==> src/hdl/assert_macros.svh <==
// Assertion macros shared by the journal RTL.
`ifndef ASSERT_MACROS_SVH
`define ASSERT_MACROS_SVH

`ifndef SYNTHESIS

// Clocked property, disabled while reset is asserted.
`define CEJ_ASSERT(lbl, clk, rstn, prop, msg) \
	lbl: assert property (@(posedge clk) disable iff (!rstn) prop) else $error(msg);

// Clocked property checked at every edge, reset included.
`define CEJ_ASSERT_ALWAYS(lbl, clk, prop, msg) \
	lbl: assert property (@(posedge clk) prop) else $error(msg);

`else

`define CEJ_ASSERT(lbl, clk, rstn, prop, msg)
`define CEJ_ASSERT_ALWAYS(lbl, clk, prop, msg)

`endif

`endif

==> src/hdl/cej_pkg.sv <==
// Shared types, constants and operation codes of the event journal.
package cej_pkg;

	localparam int DEPTH       = 256;
	localparam int ENTRY_BITS  = 32;
	localparam int PTR_BITS    = 8;
	localparam int CNT_BITS    = 9;
	localparam int OP_BITS     = 2;
	localparam int OFFSET_BITS = 8;

	localparam logic [OP_BITS-1:0] OP_WRITE = 2'd0;
	localparam logic [OP_BITS-1:0] OP_READ  = 2'd1;
	localparam logic [OP_BITS-1:0] OP_CLEAR = 2'd2;

	// RAM access issued by the ring control
	typedef struct packed {
		logic                wr_en;
		logic                rd_en;
		logic [PTR_BITS-1:0] addr;
	} cej_mem_req_t;

	// Result fields known at accept time
	typedef struct packed {
		logic                found;
		logic [CNT_BITS-1:0] count;
		logic [PTR_BITS-1:0] newest;
	} cej_res_t;

endpackage

==> src/hdl/cej_ring_ctrl.sv <==
// Ring control: capacity register, newest pointer, entry count and slot mapping.
module cej_ring_ctrl (
	input  logic                            clk,
	input  logic                            arst_n,
	input  logic                            cfg_valid,
	input  logic [cej_pkg::CNT_BITS-1:0]    cfg_data,
	input  logic                            accept,
	input  logic [cej_pkg::OP_BITS-1:0]     op,
	input  logic [cej_pkg::OFFSET_BITS-1:0] offset,
	output cej_pkg::cej_mem_req_t           mem_req,
	output cej_pkg::cej_res_t               res
);
	import cej_pkg::*;

	localparam logic [CNT_BITS-1:0] DEPTH_C = CNT_BITS'(DEPTH);

	logic [CNT_BITS-1:0] capacity_q;
	logic [PTR_BITS-1:0] newest_q;
	logic [CNT_BITS-1:0] count_q;

	logic [CNT_BITS-1:0] cap_eff;
	logic [CNT_BITS-1:0] cfg_cap;
	logic [CNT_BITS-1:0] newest9;
	logic [CNT_BITS-1:0] newest_inc;
	logic [CNT_BITS-1:0] off9;
	logic [CNT_BITS-1:0] rd_idx9;
	logic [PTR_BITS-1:0] wr_slot;
	logic                hit;
	logic [PTR_BITS-1:0] newest_d;
	logic [CNT_BITS-1:0] count_d;

	function automatic logic [CNT_BITS-1:0] clamp_cap(input logic [CNT_BITS-1:0] v);
		logic [CNT_BITS-1:0] r;
		r = v;
		if (v == '0)
			r = CNT_BITS'(1);
		else if (v > DEPTH_C)
			r = DEPTH_C;
		return r;
	endfunction

	assign cap_eff    = clamp_cap(capacity_q);
	assign cfg_cap    = clamp_cap(cfg_data);
	assign newest9    = {1'b0, newest_q};
	assign newest_inc = newest9 + CNT_BITS'(1);
	assign wr_slot    = (newest_inc >= cap_eff) ? '0 : newest_inc[PTR_BITS-1:0];
	assign off9       = {1'b0, offset};
	assign hit        = off9 < count_q;
	// read slot wraps past zero to the top of the active ring
	assign rd_idx9    = (newest9 >= off9) ? (newest9 - off9) : (cap_eff - (off9 - newest9));

	always_comb begin
		newest_d       = newest_q;
		count_d        = count_q;
		mem_req.wr_en  = 1'b0;
		mem_req.rd_en  = 1'b0;
		mem_req.addr   = wr_slot;
		res.found      = 1'b0;
		unique case (op)
			OP_WRITE: begin
				newest_d      = wr_slot;
				if (count_q < cap_eff)
					count_d = count_q + CNT_BITS'(1);
				mem_req.wr_en = accept;
			end
			OP_READ: begin
				mem_req.addr  = rd_idx9[PTR_BITS-1:0];
				mem_req.rd_en = accept && hit;
				res.found     = hit;
			end
			OP_CLEAR: begin
				newest_d = '0;
				count_d  = '0;
			end
			default: begin
			end
		endcase
		res.count  = count_d;
		res.newest = newest_d;
	end

	always_ff @(posedge clk or negedge arst_n) begin
		if (!arst_n) begin
			capacity_q <= DEPTH_C;
			newest_q   <= '0;
			count_q    <= '0;
		end else if (accept) begin
			newest_q <= newest_d;
			count_q  <= count_d;
		end else if (cfg_valid) begin
			capacity_q <= cfg_data;
			if (count_q > cfg_cap)
				count_q <= cfg_cap;
			if (newest9 >= cfg_cap)
				newest_q <= '0;
		end
	end

`include "assert_macros.svh"

	`CEJ_ASSERT(a_count_in_cap, clk, arst_n, count_q <= cap_eff, "count above capacity")
	`CEJ_ASSERT(a_newest_in_cap, clk, arst_n, newest9 < cap_eff, "newest slot outside ring")
	`CEJ_ASSERT(a_write_counts, clk, arst_n, (accept && op == OP_WRITE) |=> (count_q != '0),
		"write left journal empty")

endmodule

==> config.mk <==
export PLATFORM = sky130hd
export DESIGN_NAME = cej_ring_ctrl
export DESIGN_NICKNAME = d
export VERILOG_FILES = /design/src/hdl/cej_pkg.sv /design/src/hdl/cej_ring_ctrl.sv
export VERILOG_INCLUDE_DIRS = /design/src /design/src/hdl
export SDC_FILE = /design/constraint.sdc
export NUM_CORES = 1
export LEC_CHECK = 0
export BUFFER_PORTS_ARGS = -buffer_cell sky130_fd_sc_hd__buf_2
export CAP_MARGIN = 20
export CORE_MARGIN = 5
export CORE_UTILIZATION = 49
export CTS_CLUSTER_DIAMETER = 80
export DETAILED_ROUTE_END_ITERATION = 16
export GPL_ROUTABILITY_DRIVEN = 0
export GPL_TIMING_DRIVEN = 0
export PLACE_DENSITY = 0.7
export SLEW_MARGIN = 20
export SYNTH_ARGS = -nofsm -noshare
export SYNTH_HDL_FRONTEND = slang
export SYNTH_SLANG_ARGS = --single-unit
==> constraint.sdc <==
create_clock -name clk -period 3.7 [get_ports clk]
set_input_delay 0.37 -clock clk [delete_from_list [all_inputs] [get_ports clk]]
set_output_delay 0.37 -clock clk [all_outputs]
set_load 0.01 [all_outputs]
==> impl_metrics.env, run 1 <==
export IMPL_antenna_found_initial=0
export IMPL_grt_pass1_vias=3850
export IMPL_power_uw=2030
export IMPL_grt_max_degree=27
export IMPL_grt_pass1_wl_um=19200
export IMPL_insertion_delay_ns=0.28
export IMPL_fillers=733
export IMPL_synth_area_um2=3780
export IMPL_swShare_pct=50.1
export IMPL_finalSetupViolCount=0
export IMPL_cts_max_level=1
export IMPL_clkSinkCount=26
export IMPL_async_flop_share_pct=100
export IMPL_row_count=32
export IMPL_via_per_inst=6.26
export IMPL_placed_cells=616
export IMPL_fmax_mhz=280
export IMPL_fp_dieH_um=97.8
export IMPL_ant_nets=0
export IMPL_max_stage_delay_ns=0.66
export IMPL_crit_chain="buf_4 > inv_1 > ha_1 > fa_1 > nand2b_1 > o2bb2ai_1 > o311ai_0 > mux2i_1 > o22ai_1 > buf_2"
export IMPL_cp_end_kind="primary output"
export IMPL_fin_crit_sh_pct=96.4
export IMPL_synth_ff_type="dfrtp_1"
export IMPL_dieArea_um2=9570
export IMPL_drc_errors=0
export IMPL_cp_start_kind="register"
export IMPL_synth_top_area_share_pct=19.5
export IMPL_io_buffers=48
export IMPL_routedWlPerCell_um=19.0
export IMPL_die_w_um=97.8
export IMPL_clk_pin_slew_ns=0.09
export IMPL_cts_tree="built"
export IMPL_outcome="finished clean"
export IMPL_cts_root_buf="clkbuf_8"
export IMPL_min_path_type="input pin to asynchronous set/reset pin"
export IMPL_route_vias_total=3945
export IMPL_grt_ovfl_total=0
export IMPL_worst_path_max_delay_cell="o311ai_0"
export IMPL_setup_tns_ns=0
export IMPL_grt_usage_pct=24.5
export IMPL_syn2layout_area_growth_pct=15.3
export IMPL_combPwrFrac_pct=67.8
export IMPL_cts_buffers=3
export IMPL_finalInstanceArea_um2=4360
export IMPL_ys_seq_area_share_pct=17.3
export IMPL_dp_hpwl_um=9450
export IMPL_synth_cell_types=67
export IMPL_r2r_start="newest_q[0]$_DFFE_PN0P_"
export IMPL_ys_seq_elements=26
export IMPL_antenna_cells=0
export IMPL_synth_edf_count=0
export IMPL_crit_start="newest_q[0]$_DFFE_PN0P_"
export IMPL_synth_area_leaders="ha_1 (20%), dfrtp_1 (17%), nand2_1 (4.8%), inv_1 (4.6%), fa_1 (4.2%)"
export IMPL_yosysTopAreaCell="ha_1"
export IMPL_tightest_slew_ns=0.676
export IMPL_critPathMaxFanout=6
export IMPL_fin_nets=619
export IMPL_worstPathBufferInverterCount=3
export IMPL_stdcell_count=630
export IMPL_switchingPower_uw=1020
export IMPL_pin_count=51
export IMPL_p_leak_uw=0.00208
export IMPL_period_minus_slack_ns=3.57
export IMPL_intPower_uw=1010
export IMPL_cp_data_required_time_ns=3.33
export IMPL_syn_area_per_cell_um2=8.11
export IMPL_hold_viol_final=0
export IMPL_seqPwrFrac_pct=23.8
export IMPL_firstDrtPassIters=6
export IMPL_core_area_um2=7610
export IMPL_crit_family="compound AO/OA/AOI/OAI gates"
export IMPL_crit_type="register to primary output"
export IMPL_dpl_cell_area_um2=4150
export IMPL_arrival_ns=3.20
export IMPL_p_clk_share_pct=8.4
export IMPL_drt_first_iter_violations=306
export IMPL_finClkSkew_ns=0.00518
export IMPL_relSlewSlack_pct=54.4
export IMPL_synth_cells=466
export IMPL_drive_gt1_share_pct=19.3
export IMPL_initial_core_util_pct=49.7
export IMPL_drv_slew=0
export IMPL_cap_violations=0
export IMPL_ir_drop_uv=290
export IMPL_cts_max_path_buffers=2
export IMPL_yosysWarnings=0
export IMPL_syn_nets=556
export IMPL_wirelength_um=12000
export IMPL_powerDensity_nw_per_um2=465
-- logic make-up (layout without fill, tap and decap cells) --
| kind of cell | count (synthesis) | in the layout | synth area share (%) |
|---|---|---|---|
| AO/OA/AOI/OAI | 131 | 131 | 24.2 |
| AND/OR/NAND/NOR | 146 | 146 | 19.5 |
| multiplexers | 18 | 18 | 5.10 |
| buffers and inverters | 60 | 122 | 6.03 |
| XOR/XNOR | 18 | 18 | 4.17 |
| flip-flops | 26 | 26 | 17.3 |
| adder cells (fa/ha/maj) | 67 | 67 | 23.8 |
-- sequential cells by signal (all words and copies together) (netlist names) --
name / count
count_q: 9
capacity_q: 9
newest_q: 8
-- power groups by stage --
stage	logic (µW)	registers (µW)	clock network (µW)
6_report	1370	482	171
5_1_grt	1540	490	188
4_1_cts	1320	477	178
3_5_place_dp	1300	482	0
3_3_place_gp	1260	479	0
2_1_floorplan	958	434	0
-- synthesized netlist by cell type, types with 2 or more instances --
master and instances:
nand4_1 7, clkinv_1 2, a21oi_1 21, o21ai_0 19
nand3_1 14, nor4_4 2, a211oi_1 6, o22ai_1 14
a21o_1 8, nor2_1 34, xor2_1 4, nor2b_1 5
mux2_2 10, xnor2_1 14, o211ai_1 13, o31ai_1 4
a32oi_1 2, dfrtp_1 25, inv_1 46, o31a_1 2
o2111ai_1 2, nor3_1 6, buf_2 2, clkbuf_1 10
or4_1 4, nand2b_1 6, a31oi_1 3, nor3b_1 2
o21bai_1 3, ha_1 59, mux2i_1 8, or3_1 6
o221ai_1 2, nor4b_1 2, nand2_1 48, nor4_1 4
o21a_1 5, o21ai_1 2, a22o_1 5, fa_1 8
-- stage by stage --
| step | setup slack [ns] | util [%] | hold WS [ns] |
|---|---|---|---|
| 3_3_place_gp | 0.0600 | 54.5 | 0.412 |
| 4_1_cts | 0.0124 | 55.5 | 0.115 |
| 2_1_floorplan | 0.607 | - | 0.0744 |
| 5_1_grt | -0.0149 | 57.3 | 0.138 |
| 6_report | 0.132 | 57.3 | 0.0918 |
| 3_5_place_dp | 0.00105 | 54.5 | 0.416 |
-- layer usage --
layer / global-route usage (%) / wire length, µm / vias up
met3: 3.79 / 943 / 42
met4: 10.4 / 497 / 0
met1: 32.2 / 5000 / 1865
met5: 0 / 0 / -
met2: 40.1 / 5510 / 192
li1: - / - / 1846
-- path summary, 6_finish.rpt --
| check | end | slack, ns | cells after the start |
|---|---|---|---|
| max in group asynchronous | newest_q[5]$_DFFE_PN0P_ | 3.17 | 1 |
| setup reg to reg | newest_q[2]$_DFFE_PN0P_ | 0.64 | 12 |
| min in group clk | capacity_q[0]$_DFFE_PN0P_ | 0.34 | 2 |
| hold reg to reg | capacity_q[0]$_DFFE_PN0P_ | 0.54 | 1 |
| setup / recovery | mem_req[6] | 0.13 | 10 |
| hold / removal | capacity_q[3]$_DFFE_PN0P_ | 0.09 | 1 |
-- placed cells by master, fill, tap and decap left out, types with 4 or more instances in the layout --
master    count
mux2i_1       8
clkbuf_1     11
mux2_2       10
nand4_1       7
o211ai_1     13
nor3_1        6
or4_1         4
a21oi_1      21
dfrtp_2       7
or3_1         5
nand3_1      14
inv_1        46
o22ai_1      14
buf_4        11
fa_1          7
o21a_1        5
nor2_1       34
a21o_1        8
xnor2_1      13
dfrtp_1      18
nor2b_1       5
a22o_1        5
xor2_1        4
nand2_1      46
ha_1         58
nand2b_1      6
buf_2        49
o31ai_1       4
o21ai_0      19
a211oi_1      5
-- timing repair --
| action | CTS | global route |
|---|---|---|
| gates cloned | 0 | 0 |
| hold buffers | 0 | 0 |
| buffers inserted | 1 | 9 |
| gates resized for setup | 5 | 19 |
| endpoints found under the setup margin | 8 | 17 |
| pin swaps | 1 | 10 |
-- final cells by class --
cell class,instances,area [µm²],share of cell area [%]
clock buffer,4,45.0,1.03
timing repair buffer,58,315,7.24
inverter,48,183,4.19
multi-input combinational,380,2970,68.3
sequential,26,661,15.2
tap,102,128,2.93
buffer,12,50.0,1.15
No activity file was read; power rests on OpenSTA's default activity.
==> run 2, diff against run 1 <==
--- a/config.mk
+++ b/config.mk
@@ -8,12 +8,14 @@
 export LEC_CHECK = 0
 export BUFFER_PORTS_ARGS = -buffer_cell sky130_fd_sc_hd__buf_2
 export CAP_MARGIN = 20
+export CORE_ASPECT_RATIO = 0.75
 export CORE_MARGIN = 5
 export CORE_UTILIZATION = 49
 export CTS_CLUSTER_DIAMETER = 80
 export DETAILED_ROUTE_END_ITERATION = 16
 export GPL_ROUTABILITY_DRIVEN = 0
 export GPL_TIMING_DRIVEN = 0
+export MAX_ROUTING_LAYER = met4
 export PLACE_DENSITY = 0.7
 export SLEW_MARGIN = 20
 export SYNTH_ARGS = -nofsm -noshare
==> impl_metrics.env, run 2 (synthesis results as in run 1) <==
export IMPL_cts_hold_buffers=0
export IMPL_grt_usage_pct=25.9
export IMPL_route_vias_total=3970
export IMPL_r2r_start="newest_q[0]$_DFFE_PN0P_"
export IMPL_dp_hpwl_um=9810
export IMPL_pin_count=51
export IMPL_grt_ovfl_total=0
export IMPL_dpl_cell_area_um2=4150
export IMPL_io_buffers=48
export IMPL_cp_data_required_time_ns=3.33
export IMPL_fmax_mhz=279
export IMPL_outcome="finished clean"
export IMPL_drv_slew=0
export IMPL_critPathMostFrequentCell="nand2_1"
export IMPL_grt_pass1_vias=3775
export IMPL_fin_crit_sh_pct=96.8
export IMPL_ff2ff_path_depth=12
export IMPL_p_leak_uw=0.00208
export IMPL_clk_pin_slew_ns=0.09
export IMPL_combPwrFrac_pct=68.6
export IMPL_dieArea_um2=9590
export IMPL_cts_root_buf="clkbuf_8"
export IMPL_firstDrtPassIters=5
export IMPL_stdcell_count=626
export IMPL_worst_path_max_delay_cell="dfrtp_2"
export IMPL_cp_start_kind="register"
export IMPL_via_per_inst=6.34
export IMPL_crit_chain="ha_4 > nand3_2 > or3_4 > nand2_1 > nand2_1 > ha_1 > a21oi_1 > o21a_2 > o311ai_2 > clkbuf_4 > or3_1 > o221ai_1 > buf_2"
export IMPL_ir_drop_uv=331
export IMPL_power_uw=2100
export IMPL_rsz0062_at_grt="yes"
export IMPL_arrival_ns=3.21
export IMPL_seqPwrFrac_pct=23.3
export IMPL_period_minus_slack_ns=3.58
export IMPL_min_path_type="input pin to asynchronous set/reset pin"
export IMPL_cap_violations=0
export IMPL_row_count=27
export IMPL_max_stage_delay_ns=0.45
export IMPL_cts_buffers=3
export IMPL_wirelength_um=12500
export IMPL_final_cell_mix="ha_1 (56), buf_2 (49), inv_1 (45)"
export IMPL_fin_nets=616
export IMPL_regArea_um2=658
export IMPL_relSlewSlack_pct=55.3
export IMPL_initial_core_util_pct=50.8
export IMPL_intPower_uw=1020
export IMPL_r2r_end="newest_q[2]$_DFFE_PN0P_"
export IMPL_crit_type="register to primary output"
export IMPL_ff2ff_setup_slack_ns=0.59
export IMPL_reg_top3="capacity_q: 9 flops, count_q: 9 flops, newest_q: 8 flops"
export IMPL_pre_cts_ws_ns=-0.00187
export IMPL_die_w_um=111
export IMPL_drt_first_iter_violations=343
export IMPL_fin_ws_ns=0.119
export IMPL_hold_ws_ns=0.0950
export IMPL_cts_max_level=1
export IMPL_swShare_pct=51.3
export IMPL_placed_cells=615
export IMPL_grt_pass1_wl_um=19400
export IMPL_routedWlPerCell_um=19.9
export IMPL_cts_max_path_buffers=2
export IMPL_p_clk_share_pct=8.2
export IMPL_hold_viol_final=0
export IMPL_ant_nets=0
export IMPL_drc_errors=0
export IMPL_finalInstanceArea_um2=4380
export IMPL_core_area_um2=7430
export IMPL_finalSetupViolCount=0
export IMPL_final_common_cell="ha_1"
export IMPL_antenna_found_initial=0
export IMPL_switchingPower_uw=1080
export IMPL_drive_gt1_share_pct=20.0
export IMPL_critPathMaxFanout=10
export IMPL_cp_end_kind="primary output"
export IMPL_powerDensity_nw_per_um2=480
export IMPL_fillers=686
export IMPL_insertion_delay_ns=0.27
export IMPL_multi_input_area_um2=3010
export IMPL_finClkSkew_ns=0.00273
export IMPL_fp_dieH_um=86.1
export IMPL_clkSinkCount=26
export IMPL_syn2layout_area_growth_pct=16.0
export IMPL_antenna_cells=0
export IMPL_cts_tree="built"
export IMPL_grt_max_degree=27
export IMPL_tightest_slew_ns=0.665
==> run 2: cell types whose count changed in the layout (fill, tap and decap cells not counted), moves of 2 or more <==
cell and delta:
buf_4 -5, a21oi_1 -2, dfrtp_1 +2, nand2_2 +2, a21oi_2 +2, nand2_1 -2, ha_1 -2, dfrtp_2 -2
ha_4 +2
==> run 2: worst max-delay path by stage <==
stage	startpoint	end	slack [ns]
CTS	capacity_q[4]$_DFFE_PN0P_	mem_req[6]	0.02
global route	newest_q[0]$_DFFE_PN0P_	res[6]	-0.03
global placement	capacity_q[8]$_DFFE_PN1P_	mem_req[7]	0.07
detailed placement	capacity_q[8]$_DFFE_PN1P_	mem_req[7]	-0.002
floorplan	capacity_q[8]$_DFFE_PN1P_	mem_req[6]	0.61
finish	newest_q[0]$_DFFE_PN0P_	res[5]	0.12
==> run 2: power groups by stage <==
stage / logic, µW / registers, µW / clock network, µW
3_5_place_dp: 1320 / 487 / 0
2_1_floorplan: 958 / 434 / 0
4_1_cts: 1360 / 477 / 176
6_report: 1440 / 489 / 172
5_1_grt: 1590 / 495 / 189
3_3_place_gp: 1280 / 486 / 0
==> run 2: layout make-up <==
cell class	instances	area share [%]
inverters	48	4.23
well taps	101	2.88
repair buffers	55	6.97
clock buffers	4	1.03
plain buffers	12	1.14
multi-input cells	380	68.7
flip-flops and latches	26	15.0
==> run 2: what timing repair did <==
action | CTS | global route
pin swaps | 1 | 11
endpoints found under the hold margin | 0 | 0
setup endpoints to repair | 12 | 16
setup buffers | 3 | 5
resized for setup | 6 | 25
==> run 2: routing by layer <==
| layer | part of all wire, % | GRT usage [%] | vias up |
|---|---|---|---|
| met5 | 0 | - | - |
| met4 | 0.56 | 4.20 | 0 |
| met3 | 10 | 4.65 | 12 |
| met2 | 43 | 38.5 | 219 |
| met1 | 46 | 37.3 | 1903 |
| li1 | - | - | 1836 |
==> run 2: metrics by stage <==
| step | setup TNS, ns | util [%] |
|---|---|---|
| floorplan | 0 | - |
| global placement | 0 | 55.8 |
| detailed placement | -0.00187 | 55.8 |
| CTS | 0 | 57.0 |
| global route | -0.0649 | 59.0 |
| finish | 0 | 59.0 |
==> run 2: worst max-delay path: cells and delay by family (launching register included) <==
kind,cells,cell delay (ns)
buf+inv,2,0.37
simple gates,5,1.02
flops,1,0.45
compound gates,4,0.57
fa+ha+maj,2,0.51
